==> src/bmavg_pkg.sv <==
// Shared types, widths and constants for the moving-average barometric altimeter.
// No dependencies; every other file refers to it by scoped names.
package bmavg_pkg;

  localparam int SAMPLE_W = 17;
  localparam int ALT_W    = 24;
  localparam int DVD_W    = 33;
  localparam int RATIO_W  = 18;
  localparam int MANT_W   = 31;
  localparam int FRAC_W   = 16;
  localparam int EXPO_W   = 19;
  localparam int MUL_W    = 33;

  localparam logic [SAMPLE_W-1:0] GROUND_RESET = 17'd101325;
  localparam logic [RATIO_W-1:0]  RATIO_MAX    = 18'h3FFFF;
  localparam logic signed [MUL_W-1:0] EXP_COEF_Q24 = 33'sd3192704;
  localparam logic signed [MUL_W-1:0] ALT_SCALE_CM = 33'sd4433000;
  localparam logic signed [26:0] ALT_MIN = -27'sd1500000;
  localparam logic signed [26:0] ALT_MAX = 27'sd4433000;

  typedef struct packed {
    logic                    start;
    logic [DVD_W-1:0]        dividend;
    logic [SAMPLE_W-1:0]     divisor;
  } div_req_t;

  typedef struct packed {
    logic                    done;
    logic [DVD_W-1:0]        quotient;
  } div_rsp_t;

  // 2^(2^-(idx+1)) in Q1.30, rounded
  function automatic logic [MANT_W-1:0] exp_tab(input logic [3:0] idx);
    logic [MANT_W-1:0] v;
    unique case (idx)
      4'd0:  v = 31'd1518500250;
      4'd1:  v = 31'd1276901417;
      4'd2:  v = 31'd1170923762;
      4'd3:  v = 31'd1121280436;
      4'd4:  v = 31'd1097253708;
      4'd5:  v = 31'd1085434106;
      4'd6:  v = 31'd1079572136;
      4'd7:  v = 31'd1076653033;
      4'd8:  v = 31'd1075196443;
      4'd9:  v = 31'd1074468888;
      4'd10: v = 31'd1074105294;
      4'd11: v = 31'd1073923544;
      4'd12: v = 31'd1073832680;
      4'd13: v = 31'd1073787251;
      4'd14: v = 31'd1073764537;
      4'd15: v = 31'd1073753181;
      default: v = '0;
    endcase
    return v;
  endfunction

endpackage

==> src/bmavg_div.sv <==
// Restoring divider, one quotient bit per cycle, used for the pressure ratio step.
// Depends on bmavg_pkg.
module bmavg_div (
  input  logic                 clk,
  input  logic                 rst_n,
  input  bmavg_pkg::div_req_t  req,
  output bmavg_pkg::div_rsp_t  rsp
);

  logic [5:0]                        cnt_r, cnt_nxt;
  logic                              busy_r, busy_nxt;
  logic                              done_r, done_nxt;
  logic [bmavg_pkg::SAMPLE_W-1:0]    rem_r, rem_nxt;
  logic [bmavg_pkg::SAMPLE_W-1:0]    dsr_r, dsr_nxt;
  logic [bmavg_pkg::DVD_W-1:0]       dvd_r, dvd_nxt;
  logic [bmavg_pkg::DVD_W-1:0]       quo_r, quo_nxt;
  logic [bmavg_pkg::SAMPLE_W:0]      trial;

  always_comb begin
    cnt_nxt  = cnt_r;
    busy_nxt = busy_r;
    done_nxt = 1'b0;
    rem_nxt  = rem_r;
    dsr_nxt  = dsr_r;
    dvd_nxt  = dvd_r;
    quo_nxt  = quo_r;
    trial    = {rem_r, dvd_r[bmavg_pkg::DVD_W-1]};
    if (req.start) begin
      busy_nxt = 1'b1;
      cnt_nxt  = '0;
      rem_nxt  = '0;
      dsr_nxt  = req.divisor;
      dvd_nxt  = req.dividend;
    end else if (busy_r) begin
      dvd_nxt = {dvd_r[bmavg_pkg::DVD_W-2:0], 1'b0};
      if (trial >= {1'b0, dsr_r}) begin
        rem_nxt = bmavg_pkg::SAMPLE_W'(trial - {1'b0, dsr_r});
        quo_nxt = {quo_r[bmavg_pkg::DVD_W-2:0], 1'b1};
      end else begin
        rem_nxt = trial[bmavg_pkg::SAMPLE_W-1:0];
        quo_nxt = {quo_r[bmavg_pkg::DVD_W-2:0], 1'b0};
      end
      cnt_nxt = cnt_r + 6'd1;
      if (cnt_r == 6'(bmavg_pkg::DVD_W - 1)) begin
        busy_nxt = 1'b0;
        done_nxt = 1'b1;
      end
    end
  end

  always_ff @(posedge clk) begin
    if (!rst_n) begin
      busy_r <= 1'b0;
      done_r <= 1'b0;
      cnt_r  <= '0;
    end else begin
      busy_r <= busy_nxt;
      done_r <= done_nxt;
      cnt_r  <= cnt_nxt;
    end
    rem_r <= rem_nxt;
    dsr_r <= dsr_nxt;
    dvd_r <= dvd_nxt;
    quo_r <= quo_nxt;
  end

  assign rsp.done     = done_r;
  assign rsp.quotient = quo_r;

endmodule

==> src/bmavg_ring.sv <==
// Sample ring memory with valid bits, ring position and running window sum.
// Depends on bmavg_pkg.
module bmavg_ring #(
  parameter int WINDOW = 10,
  parameter int SUM_W  = 21
) (
  input  logic                             clk,
  input  logic                             rst_n,
  input  logic                             start,
  input  logic [bmavg_pkg::SAMPLE_W-1:0]   sample,
  output logic                             done,
  output logic [SUM_W-1:0]                 sum
);

  localparam int PW = $clog2(WINDOW);

  logic [bmavg_pkg::SAMPLE_W-1:0] mem [WINDOW];
  logic [WINDOW-1:0]              vld_r;
  logic [PW-1:0]                  pos_r;
  logic [SUM_W-1:0]               sum_r;
  logic [bmavg_pkg::SAMPLE_W-1:0] rd_r;
  logic                           rd_vld_r;
  logic [bmavg_pkg::SAMPLE_W-1:0] samp_r;
  logic                           upd_r;
  logic                           done_r;
  logic [bmavg_pkg::SAMPLE_W-1:0] old;

  assign old = rd_vld_r ? rd_r : '0;

  always_ff @(posedge clk) begin
    if (start) begin
      rd_r <= mem[pos_r];
    end
    if (upd_r) begin
      mem[pos_r] <= samp_r;
    end
  end

  always_ff @(posedge clk) begin
    if (!rst_n) begin
      vld_r  <= '0;
      pos_r  <= '0;
      sum_r  <= '0;
      upd_r  <= 1'b0;
      done_r <= 1'b0;
    end else begin
      upd_r  <= start;
      done_r <= upd_r;
      if (upd_r) begin
        vld_r[pos_r] <= 1'b1;
        sum_r <= sum_r - SUM_W'(old) + SUM_W'(samp_r);
        if (pos_r == PW'(WINDOW - 1)) begin
          pos_r <= '0;
        end else begin
          pos_r <= pos_r + PW'(1);
        end
      end
    end
    if (start) begin
      samp_r   <= sample;
      rd_vld_r <= vld_r[pos_r];
    end
  end

  assign done = done_r;
  assign sum  = sum_r;

endmodule

==> src/bmavg_calc.sv <==
// Sequencer for mean, ratio, log2, power and altitude around one shared multiplier
// and the separate divider. Depends on bmavg_pkg.
module bmavg_calc #(
  parameter int WINDOW = 10,
  parameter int SUM_W  = 21
) (
  input  logic                                  clk,
  input  logic                                  rst_n,
  input  logic                                  start,
  input  logic [SUM_W-1:0]                      sum,
  input  logic [bmavg_pkg::SAMPLE_W-1:0]        ground,
  output bmavg_pkg::div_req_t                   div_req,
  input  bmavg_pkg::div_rsp_t                   div_rsp,
  output logic                                  done,
  output logic [bmavg_pkg::SAMPLE_W-1:0]        mean,
  output logic signed [bmavg_pkg::ALT_W-1:0]    alt
);

  // mean = (sum * MEAN_RCP) >> MEAN_SH, exact for every sum below 2^SUM_W
  localparam int     MEAN_SH  = SUM_W + $clog2(WINDOW);
  localparam longint MEAN_RCP = ((longint'(1) << MEAN_SH) + WINDOW - 1) / WINDOW;

  typedef enum logic [10:0] {
    C_IDLE  = 11'b00000000001,
    C_MEAN  = 11'b00000000010,
    C_CHK   = 11'b00000000100,
    C_WR    = 11'b00000001000,
    C_NORM  = 11'b00000010000,
    C_LOG   = 11'b00000100000,
    C_EXPO  = 11'b00001000000,
    C_EXP   = 11'b00010000000,
    C_SCALE = 11'b00100000000,
    C_ALT   = 11'b01000000000,
    C_FIN   = 11'b10000000000
  } calc_state_t;

  calc_state_t state_r, state_nxt;

  logic [bmavg_pkg::SAMPLE_W-1:0]     mean_r;
  logic [bmavg_pkg::RATIO_W-1:0]      ratio_r;
  logic [4:0]                         p_r;
  logic [bmavg_pkg::MANT_W-1:0]       m_r;
  logic [bmavg_pkg::FRAC_W-1:0]       frac_r;
  logic [3:0]                         cnt_r;
  logic signed [bmavg_pkg::EXPO_W-1:0] e_r;
  logic [bmavg_pkg::MANT_W-1:0]       r_r;
  logic [bmavg_pkg::RATIO_W-1:0]      power_r;
  logic signed [42:0]                 altp_r;
  logic signed [bmavg_pkg::ALT_W-1:0] alt_r;
  logic                               done_r;

  logic [bmavg_pkg::SAMPLE_W-1:0]     gnd;
  logic                               sat;
  logic [4:0]                         p_enc;
  logic signed [bmavg_pkg::MUL_W-1:0] mul_a, mul_b;
  logic signed [65:0]                 prod;
  logic [31:0]                        sq_top;
  logic [61:0]                        rnd;
  logic signed [5:0]                  pm16;
  logic signed [21:0]                 lg;
  logic signed [18:0]                 dpow;
  logic [2:0]                         neg_i;
  logic signed [42:0]                 adj;
  logic signed [26:0]                 q;

  assign gnd  = (ground == '0) ? bmavg_pkg::SAMPLE_W'(1) : ground;
  assign sat  = {2'b00, mean_r} >= {gnd, 2'b00};
  assign pm16 = $signed({1'b0, p_r}) - 6'sd16;
  assign lg   = $signed({pm16, frac_r});
  assign dpow = $signed(19'h10000) - $signed({1'b0, power_r});
  assign neg_i = 3'(-$signed(e_r[18:16]));

  always_comb begin
    p_enc = '0;
    for (int k = 0; k < bmavg_pkg::RATIO_W; k++) begin
      if (ratio_r[k]) begin
        p_enc = 5'(k);
      end
    end
  end

  always_comb begin
    unique case (state_r)
      C_MEAN: begin
        mul_a = bmavg_pkg::MUL_W'(sum);
        mul_b = bmavg_pkg::MUL_W'(MEAN_RCP);
      end
      C_LOG: begin
        mul_a = $signed({2'b00, m_r});
        mul_b = $signed({2'b00, m_r});
      end
      C_EXPO: begin
        mul_a = bmavg_pkg::MUL_W'(lg);
        mul_b = bmavg_pkg::EXP_COEF_Q24;
      end
      C_EXP: begin
        mul_a = $signed({2'b00, r_r});
        mul_b = $signed({2'b00, bmavg_pkg::exp_tab(cnt_r)});
      end
      C_ALT: begin
        mul_a = bmavg_pkg::MUL_W'(dpow);
        mul_b = bmavg_pkg::ALT_SCALE_CM;
      end
      default: begin
        mul_a = '0;
        mul_b = '0;
      end
    endcase
  end

  assign prod   = mul_a * mul_b;
  assign sq_top = prod[61:30];
  assign rnd    = prod[61:0] + 62'(64'd536870912);
  assign adj    = altp_r[42] ? altp_r + 43'sd65535 : altp_r;
  assign q      = adj[42:16];

  always_comb begin
    div_req.start    = 1'b0;
    div_req.dividend = '0;
    div_req.divisor  = '0;
    if (state_r == C_CHK && !sat) begin
      div_req.start    = 1'b1;
      div_req.dividend = {mean_r, 16'h0000};
      div_req.divisor  = gnd;
    end
  end

  always_comb begin
    state_nxt = state_r;
    unique case (state_r)
      C_IDLE:  if (start) state_nxt = C_MEAN;
      C_MEAN:  state_nxt = C_CHK;
      C_CHK:   state_nxt = sat ? C_NORM : C_WR;
      C_WR: begin
        if (div_rsp.done) begin
          state_nxt = (div_rsp.quotient[bmavg_pkg::RATIO_W-1:0] == '0) ? C_ALT : C_NORM;
        end
      end
      C_NORM:  state_nxt = C_LOG;
      C_LOG:   if (cnt_r == 4'd15) state_nxt = C_EXPO;
      C_EXPO:  state_nxt = C_EXP;
      C_EXP:   if (cnt_r == 4'd15) state_nxt = C_SCALE;
      C_SCALE: state_nxt = C_ALT;
      C_ALT:   state_nxt = C_FIN;
      C_FIN:   state_nxt = C_IDLE;
      default: state_nxt = C_IDLE;
    endcase
  end

  always_ff @(posedge clk) begin
    if (!rst_n) begin
      state_r <= C_IDLE;
      done_r  <= 1'b0;
    end else begin
      state_r <= state_nxt;
      done_r  <= (state_r == C_FIN);
    end
    unique case (state_r)
      C_MEAN: begin
        mean_r <= prod[MEAN_SH +: bmavg_pkg::SAMPLE_W];
      end
      C_CHK: begin
        if (sat) ratio_r <= bmavg_pkg::RATIO_MAX;
      end
      C_WR: begin
        if (div_rsp.done) begin
          ratio_r <= div_rsp.quotient[bmavg_pkg::RATIO_W-1:0];
          power_r <= '0;
        end
      end
      C_NORM: begin
        p_r    <= p_enc;
        m_r    <= bmavg_pkg::MANT_W'({13'h0, ratio_r} << (5'd30 - p_enc));
        frac_r <= '0;
        cnt_r  <= '0;
      end
      C_LOG: begin
        if (sq_top[31]) begin
          m_r <= sq_top[31:1];
          frac_r[4'd15 - cnt_r] <= 1'b1;
        end else begin
          m_r <= sq_top[30:0];
        end
        cnt_r <= cnt_r + 4'd1;
      end
      C_EXPO: begin
        e_r   <= prod[42:24];
        r_r   <= 31'h40000000;
        cnt_r <= '0;
      end
      C_EXP: begin
        if (e_r[4'd15 - cnt_r]) r_r <= rnd[60:30];
        cnt_r <= cnt_r + 4'd1;
      end
      C_SCALE: begin
        power_r <= bmavg_pkg::RATIO_W'(r_r >> (5'd14 + {2'b00, neg_i}));
      end
      C_ALT: begin
        altp_r <= prod[42:0];
      end
      C_FIN: begin
        if (q < bmavg_pkg::ALT_MIN) begin
          alt_r <= bmavg_pkg::ALT_W'(bmavg_pkg::ALT_MIN);
        end else if (q > bmavg_pkg::ALT_MAX) begin
          alt_r <= bmavg_pkg::ALT_W'(bmavg_pkg::ALT_MAX);
        end else begin
          alt_r <= q[bmavg_pkg::ALT_W-1:0];
        end
      end
      default: begin
      end
    endcase
  end

  assign done = done_r;
  assign mean = mean_r;
  assign alt  = alt_r;

endmodule

==> src/moving_average_baro_altimeter_top.sv <==
// Top level of the moving-average barometric altimeter: stream ports, ground register,
// output register. Depends on bmavg_pkg, bmavg_ring, bmavg_div, bmavg_calc.
//
//  channel | dir | ports                         | payload
//  in      | in  | in_tvalid/in_tready/in_tdata  | pressure_pa
//  out     | out | out_tvalid/out_tready/out_tdata| mean_pressure_pa, altitude_cm
//  cfg     | in  | cfg_wr_en/cfg_wr_data         | ground_pressure_pa
//
// One request holds in_tready low through the ring update, a reciprocal multiply
// for the mean, the ratio divide (33 quotient bits), 16 squaring and 16 table steps
// on the shared multiplier, and setup, scaling, saturation and the output hand-off.
// A saturated ratio skips the divide, a zero ratio skips log and power. A full
// output register adds its stall on top.
// Synchronous active-low reset empties the ring and sets ground to 101325 Pa.
module moving_average_baro_altimeter_top #(
  parameter int WINDOW = 10
) (
  input  logic        clk,
  input  logic        rst_n,
  input  logic        in_tvalid,
  output logic        in_tready,
  input  logic [23:0] in_tdata,   // [16:0] pressure_pa
  output logic        out_tvalid,
  input  logic        out_tready,
  output logic [47:0] out_tdata,  // [16:0] mean_pressure_pa, [40:17] altitude_cm
  input  logic        cfg_wr_en,
  input  logic [16:0] cfg_wr_data
);

  localparam int SUM_W = bmavg_pkg::SAMPLE_W + $clog2(WINDOW);

  typedef enum logic [3:0] {
    T_IDLE = 4'b0001,
    T_RING = 4'b0010,
    T_CALC = 4'b0100,
    T_OUT  = 4'b1000
  } top_state_t;

  top_state_t state_r, state_nxt;

  logic [bmavg_pkg::SAMPLE_W-1:0]     ground_r;
  logic                               out_vld_r;
  logic [47:0]                        out_data_r;
  logic                               in_acc;
  logic                               ring_done;
  logic [SUM_W-1:0]                   ring_sum;
  logic                               calc_done;
  logic [bmavg_pkg::SAMPLE_W-1:0]     calc_mean;
  logic signed [bmavg_pkg::ALT_W-1:0] calc_alt;
  logic                               load;
  bmavg_pkg::div_req_t                div_req;
  bmavg_pkg::div_rsp_t                div_rsp;

  assign in_tready = (state_r == T_IDLE);
  assign in_acc    = in_tvalid && in_tready;
  assign load      = (state_r == T_OUT) && (!out_vld_r || out_tready);

  bmavg_ring #(.WINDOW(WINDOW), .SUM_W(SUM_W)) u_ring (
    .clk    (clk),
    .rst_n  (rst_n),
    .start  (in_acc),
    .sample (in_tdata[bmavg_pkg::SAMPLE_W-1:0]),
    .done   (ring_done),
    .sum    (ring_sum)
  );

  bmavg_div u_div (
    .clk   (clk),
    .rst_n (rst_n),
    .req   (div_req),
    .rsp   (div_rsp)
  );

  bmavg_calc #(.WINDOW(WINDOW), .SUM_W(SUM_W)) u_calc (
    .clk     (clk),
    .rst_n   (rst_n),
    .start   (ring_done),
    .sum     (ring_sum),
    .ground  (ground_r),
    .div_req (div_req),
    .div_rsp (div_rsp),
    .done    (calc_done),
    .mean    (calc_mean),
    .alt     (calc_alt)
  );

  always_comb begin
    state_nxt = state_r;
    unique case (state_r)
      T_IDLE:  if (in_acc) state_nxt = T_RING;
      T_RING:  if (ring_done) state_nxt = T_CALC;
      T_CALC:  if (calc_done) state_nxt = T_OUT;
      T_OUT:   if (load) state_nxt = T_IDLE;
      default: state_nxt = T_IDLE;
    endcase
  end

  always_ff @(posedge clk) begin
    if (!rst_n) begin
      state_r   <= T_IDLE;
      ground_r  <= bmavg_pkg::GROUND_RESET;
      out_vld_r <= 1'b0;
    end else begin
      state_r <= state_nxt;
      if (cfg_wr_en) ground_r <= cfg_wr_data;
      if (load) begin
        out_vld_r <= 1'b1;
      end else if (out_tready) begin
        out_vld_r <= 1'b0;
      end
    end
    if (load) begin
      out_data_r <= {7'h00, calc_alt, calc_mean};
    end
  end

  assign out_tvalid = out_vld_r;
  assign out_tdata  = out_data_r;

endmodule

==> config.mk <==
export PLATFORM = sky130hd
export DESIGN_NAME = moving_average_baro_altimeter_top
export DESIGN_NICKNAME = d
export VERILOG_FILES = /design/src/bmavg_pkg.sv /design/src/bmavg_div.sv /design/src/bmavg_ring.sv /design/src/bmavg_calc.sv /design/src/moving_average_baro_altimeter_top.sv
export SDC_FILE = /design/constraint.sdc
export NUM_CORES = 2
export LEC_CHECK = 0
export ABC_AREA = 1
export ABC_CLOCK_PERIOD_IN_PS = 10220
export BUFFER_PORTS_ARGS = -buffer_cell sky130_fd_sc_hd__clkbuf_2
export CAP_MARGIN = 20
export CELL_PAD_IN_SITES_DETAIL_PLACEMENT = 1
export CELL_PAD_IN_SITES_GLOBAL_PLACEMENT = 1
export CORE_ASPECT_RATIO = 0.7
export CORE_MARGIN = 10
export CORE_UTILIZATION = 35
export DETAILED_ROUTE_END_ITERATION = 10
export PLACE_DENSITY = 0.64
export REMOVE_ABC_BUFFERS = 1
export SLEW_MARGIN = 20
export SYNTH_ARGS = -nofsm -noshare
export SYNTH_HDL_FRONTEND = slang
export SYNTH_SLANG_ARGS = --single-unit
==> constraint.sdc <==
create_clock -name clk -period 10.22 [get_ports clk]
set_input_delay 0.511 -clock clk [delete_from_list [all_inputs] [get_ports clk]]
set_output_delay 0.511 -clock clk [all_outputs]
set_load 0.005 [all_outputs]
; ---- Word-level counts from Yosys, hierarchy flattened
; Memories as Yosys holds them, arrays and structs flattened. A register that Yosys moved wholly into a read port is not among the register bits.
; Cells that the tools add are included.
[op_classes]
mux = 70
n_addsub = 14
shifts = 2
n_bitwise = 5
eq_ne = 29
n_lt_le_gt_ge = 9
n_reduce_logical = 29
multipliers = 1
[op_table]
columns = operator, n
row1 = 33-bit one-hot mux with 5 select lines, 1
row2 = 31-bit one-hot mux with 5 select lines, 1
row3 = 31-bit one-hot mux with 2 select lines, 2
row4 = 11-bit one-hot mux with 10 select lines, 1
row5 = 18-bit one-hot mux with 2 select lines, 2
row6 = 33-bit 2-to-1 mux, 2
row7 = 33-bit by 32-bit multiplier with 62-bit output, 1
row8 = 31-bit 2-to-1 mux, 2
row9 = 61-bit by 30-bit adder with 61-bit output (second input constant), 1
row10 = 4-bit 2-to-1 mux, 14
row11 = 18-bit 2-to-1 mux, 3
row12 = 17-bit 2-to-1 mux, 3
row13 = 51-bit 2-to-1 mux, 1
row14 = 11-bit 2-to-1 mux, 4
row15 = 43-bit by 17-bit adder with 43-bit output (second input constant), 1
row16 = 43-bit 2-to-1 mux, 1
row17 = 16-bit one-hot mux with 2 select lines, 1
row18 = 18-bit by 5-bit << shifter with 31-bit output, 1
row19 = 31-bit by 5-bit >> shifter with 18-bit output, 1
row20 = 27-bit by 24-bit > comparator with 1-bit output (second input constant), 1
row21 = 27-bit by 22-bit < comparator with 1-bit output (second input constant), 1
row22 = 24-bit 2-to-1 mux, 1
row23 = 21-bit by 17-bit adder with 21-bit output, 1
row24 = 21-bit by 17-bit subtractor with 21-bit output, 1
row25 = other kinds (56), 111
[word_totals]
mem_bits_ro = 464
ram_bits = 170
output_inout_bits = 50
word_cells = 193
reg_bits = 449
mem_count = 2
in_bits = 46
[mem_list]
columns = name, depth, width, read_ports, rd_ports_with_merged_regs, wr, line
row1 = (name not given), 16, 29, 1, 1, 0, bmavg_pkg.sv:35  ; unique case (idx)
row2 = u_ring.mem, 10, 17, 1, 1, 1, bmavg_ring.sv:17  ; logic [bmavg_pkg::SAMPLE_W-1:0] mem [WINDOW];

; ---- Longest topological paths before layout
[logic_depth]
ltp_word = 20
ltp_mapped = 59
ltp_nobuf = 58

; ---- Hierarchy
; From an unflattened synthesis, not the netlist that was laid out.
[unflattened]
cells_unflattened = 8119
area_unflattened_um2 = 69749.4
[by_module_without_submodules]
columns = mod, seq_area_each_um2, area_per_inst_um2, instances, cells_each
row1 = bmavg_calc, 7577.3, 51541.9, 1, 6409
row2 = bmavg_ring, 6896.6, 10747.8, 1, 953
row3 = bmavg_div, 2992.9, 5283.8, 1, 583
row4 = moving_average_baro_altimeter_top, 1671.6, 2175.8, 1, 174

; ---- Worst setup path after synthesis
; Ideal clock, no wire load.
[synth_path]
path_kind = register to register
start = register u_calc.state_r[8]
end = register u_calc.frac_r[0] (netlist name) (enable)
t_arrival_ps = 8907
setup_time_ps = 364
n_path_buf = 2
period_less_slack_ps = 9271
stages_incl_launch_ff = 46
t_required_ps = 9856
slack_ps = 949
path_cell_list = dfxtp_1 inv_1 nand2_1 nor2_1 inv_2 nor2_2 nand2_1 inv_1 clkbuf_1 a221oi_1 nand2_1 inv_1 buf_2 nor2_1 fa_1 fa_1 inv_1 fa_1 (+10 left out) nor2_1 inv_1 o21bai_1 nand2_1 and2_1 nor2_1 nor3_1 nand2_1 inv_1 o21ai_1 inv_1 nand2_1 nand2_2 inv_1 nor2_2 inv_1 nand2_1 inv_1
[synth_between]
elab_chain_cells = 5
elab_cells_between_ends = 12
cone_classes = mul (1) / eq/ne (7) / mux (2) / reduce/logical (2)
[synth_lines]
columns = item, line
row1 = start: declaration, bmavg_calc.sv:37  ; calc_state_t state_r, state_nxt;
row2 = start signal: assignment, bmavg_calc.sv:155  ; state_r <= state_nxt;
row3 = 11-bit by 10-bit == test with 1-bit output (tied with other cells), bmavg_calc.sv:83  ; unique case (state_r)
row4 = 33-bit one-hot mux with 5 select lines / 31-bit one-hot mux with 5 select lines (equally long branches), bmavg_calc.sv:83
row5 = 33-bit by 32-bit multiplier with 62-bit output, bmavg_calc.sv:111  ; assign prod = mul_a * mul_b;
row6 = 2-bit by 1-bit inequality test with 1-bit output (no line), n/a
row7 = 2-bit AND reduction (no line) (*), n/a
row8 = end signal: assignment, bmavg_calc.sv:174  ; frac_r <= '0;
row9 = end signal: indexed assignment, bmavg_calc.sv:180  ; frac_r[4'd15 - cnt_r] <= 1'b1;
row10 = end: declaration, bmavg_calc.sv:43  ; logic [bmavg_pkg::FRAC_W-1:0] frac_r;
; Every way passes the cells marked *; elsewhere a longest branch is shown, timed or not.
; A chain may end at the register's enable or synchronous reset.

; ---- Worst setup path after layout
[layout_path]
start = register u_calc.power_r[0] (netlist name)
end = register u_calc.r_r[26] (netlist name) (data pin)
[layout_between]
elab_chain_cells = 6
[layout_lines]
columns = item, line
row1 = start: declaration, bmavg_calc.sv:47  ; logic [bmavg_pkg::RATIO_W-1:0] power_r;
row2 = start signal: assignment, bmavg_calc.sv:196  ; power_r <= bmavg_pkg::RATIO_W'(r_r >> (5'd14 + {2'b00, neg_i}));
row3 = 17-bit by 18-bit subtractor with 19-bit output, bmavg_calc.sv:70  ; assign dpow = $signed(19'h10000) - $signed({1'b0, power_r});
row4 = 33-bit one-hot mux with 5 select lines, bmavg_calc.sv:83
row5 = 33-bit by 32-bit multiplier with 62-bit output, bmavg_calc.sv:111
row6 = 61-bit by 30-bit adder with 61-bit output, bmavg_calc.sv:113  ; assign rnd = prod[61:0] + 62'(64'd536870912);
row7 = 31-bit 2-to-1 mux, bmavg_calc.sv:192  ; if (e_r[4'd15 - cnt_r]) r_r <= rnd[60:30];
row8 = 31-bit one-hot mux with 2 select lines, bmavg_calc.sv:158  ; unique case (state_r)
row9 = end signal: assignment, bmavg_calc.sv:192
row10 = end: declaration, bmavg_calc.sv:46  ; logic [bmavg_pkg::MANT_W-1:0] r_r;
; Every way passes these cells. The select of a mux whose other input is x is not followed.

==> run_results.csv <==
group,metric,value,unit
run_status,outcome,"complete, no violations",
placed_design,gp_congestion,0.945,
finish,fill_cells,22150,
job,max_cap_violations,0,
finish,syn_to_final_growth,18.1,%
clock_network,ctsLongestPathBuffers,3,
drt,drt-initial-drc-count,4814,
global_route,grt_pass1_wl,361,mm
sta,tightest_slew,1.22,ns
logic_synthesis,seq_area_frac_synth,27.2,%
setup_path,endpoint_kind,"flop",
logic_synthesis,synth_edf_count,523,
global_route,grt_max_degree,55,
drt,num_vias,54099,
drt,met1_length,116,mm
setup_path,slowest_delay,0.60,ns
finish,final_cells,10707,
drt,met2_length,99.8,mm
setup_path,crit_slowest_cell,"fa_2",
die,die_x,543,um
setup_path,crit_path_max_fanout,6,
global_route,overflow,0,
setup_path,worstPathBufferInverterCount,17,
sta,relSlewSlack,18.9,%
logic_synthesis,syn_inst,7609,
drt,wirelength,243,mm
setup_path,cp.required,10.64,ns
placed_design,port_buffers,81,
sta,finClkSkew,0.0355,ns
sta,grt_setup_unrepaired,"true",
pwr,p_per_area,269,nW/um2
sta,slew_violations,0,
sta,setup_tns,0,ns
pwr,p_leak,37.2,nW
clock_network,cts_buffers,59,
logic_synthesis,synthesis.area,66900,um2
setup_path,cp_top_family,"adder cells",
drt,met3_length,21.5,mm
placed_design,place_ws,-0.405,ns
logic_synthesis,yosys_most_used_dff,"edfxtp_1",
clock_network,clkTransAtPathRegs,0.08,ns
clock_network,cts-htree-levels,2,
die,core_area,190000,um2
die,io_pins,96,
drt,wl_per_cell,22.7,um
global_route,grt_util_all_layers,22.7,%
setup_path,startpoint_type,"flop",
die,die_h,386,um
hold_path,min_path_type,"input port to flop",
global_route,grt_pass1_vias,57112,
logic_synthesis,synth-seq-cells,648,
clock_network,clkLatencyLatePin,0.68,ns
pwr,vdd_drop_max,0.000953,V
finish,drive_above_1_share,15.7,%
drt,firstDrtPassIters,5,
drt,top_layer,"met5",
die,initial_core_util,35.2,%
placed_design,dp_hpwl,200,mm
clock_network,cts_tree,"done",
drt,via_per_inst,5.05,
die,die_area,209000,um2
logic_synthesis,synth_warnings,0,
placed_design,dp_cells,10499,
logic_synthesis,async_flop_share,0,%
logic_synthesis,syn_area_per_cell,8.79,um2
logic_synthesis,synth_cell_types,68,
sta,fin_ws,0.226,ns
setup_path,crit_type,"flop to flop",
setup_path,crit_top_cell,"inv_2",
pwr,p_total,21.3,mW
clock_network,cts_root_buf,"clkbuf_16",
sta,period_needed,9.99,ns
drt,drc_errors,0,
sta,setup_viol,0,
global_route,antenna_found_initial,4,
setup_path,arrival,10.41,ns
finish,final_nets,9487,
clock_network,clock_sinks,648,
drt,ant_nets,0,
sta,fin_crit_sh,97.8,%
die,rows,134,
sta,hold_slack,0.0628,ns
sta,fmax,0.100,GHz
sta,hold_viol,0,
[per-layer routing]
layer / up-vias / GRT usage, %
met3: 225 / 5.90
met5: - / 0
met4: 2 / 3.87
met2: 1665 / 32.5
met1: 27964 / 34.5
li1: 24243 / -
[placed cells by master, fill, tap and decap left out, drive strengths merged, types with 15 or more instances in the layout]
| master | instances |
|---|---|
| edfxtp | 523 |
| xnor2 | 43 |
| xor2 | 63 |
| ha | 253 |
| o211ai | 28 |
| fa | 1049 |
| inv | 1737 |
| nand4 | 56 |
| or2 | 23 |
| a21oi | 284 |
| clkbuf | 158 |
| nand2 | 1505 |
| conb | 45 |
| or3 | 17 |
| a22oi | 74 |
| dfxtp | 125 |
| o21ai | 224 |
| dlygate4sd3 | 16 |
| buf | 591 |
| nor3 | 73 |
| a211oi | 16 |
| clkinv | 38 |
| o22ai | 27 |
| nor2 | 826 |
| nand3 | 254 |
| a221oi | 15 |
[where the power goes]
part           internal (mW)  total (mW)  switching, mW
registers               3.24        3.45          0.208
clock network           1.24        2.34           1.10
logic                   6.07        15.5           9.41
total                   10.5        21.3           10.7
[metrics by stage]
stage	cell area, um2	utilization [%]
2_1_floorplan	65900	-
3_3_place_gp	74000	38.9
3_5_place_dp	74100	38.9
4_1_cts	76400	40.2
5_1_grt	79000	41.5
6_report	79000	41.5
[final timing paths]
kind / startpoint / to / slack [ns] / depth (start not counted)
max: u_calc.power_r[0] / u_calc.r_r[26] / 0.23 / 54
min: in_tdata[1] / u_ring.samp_r[1] / 0.06 / 1
max reg2reg: u_calc.power_r[0] / u_calc.r_r[26] / 0.23 / 54
min reg2reg: u_calc.alt[6] / out_tdata[23] / 0.42 / 0
[flip-flops by register name (all words and copies together) (netlist names), 19 cells and up, named ones only]
register / cells
u_calc.alt: 24
u_ring.mem: 170
u_ring.sum: 21
u_calc.m_r: 31
u_calc.e_r: 19
u_calc.altp_r: 43
u_calc.r_r: 31
out_tdata: 41
[synth_stat cells (20+ instances only)]
master	count	area share (%)
o211ai_1	26	0.29
a22oi_1	74	0.83
o22ai_1	26	0.24
or2_2	20	0.19
xor2_1	62	0.81
clkbuf_1	162	0.91
nor2_2	20	0.19
o21ai_0	218	1.6
xnor2_1	42	0.55
buf_2	80	0.60
inv_1	1716	9.6
nand2_1	1487	8.3
a21oi_1	279	2.1
nor3_1	71	0.53
edfxtp_1	523	23
inv_2	22	0.12
nand3_1	252	1.9
nor2_1	797	4.5
fa_1	1049	31
ha_1	253	4.7
dfxtp_1	125	3.7
nand4_1	53	0.50
[logic make-up (layout without fill, tap and decap cells)]
family | Yosys count | after routing | synth area share, %
other | 2 | 48 | 0.0112
adders and majority gates | 1302 | 1302 | 36.1
muxes | 4 | 4 | 0.0598
xor gates and xnor gates | 106 | 106 | 1.41
and+or+nand+nor | 2798 | 2798 | 17.2
buffers and inverters | 2024 | 2560 | 11.6
DFF | 648 | 648 | 27.2
AOI/OAI and AO/OA | 725 | 725 | 6.34
[what timing repair did]
item	4_1_cts	5_1_grt
resized for setup	35	498
pin swaps	8	165
endpoints found under the hold margin	16	0
setup endpoints to repair	65	76
setup buffers	10	67
hold buffers	16	0
cloned	0	5
[layout make-up]
class	count	area (um2)	area share, %
flip-flops and latches	648	18200	23.0
diodes	3	7.51	0.00950
clock inverters	38	379	0.480
inverters	1757	6660	8.43
multi-input cells	4980	43200	54.6
well taps	2516	3150	3.98
repair buffers	693	5880	7.44
clock buffers	72	1590	2.01
(Power assumes the default switching activity.)
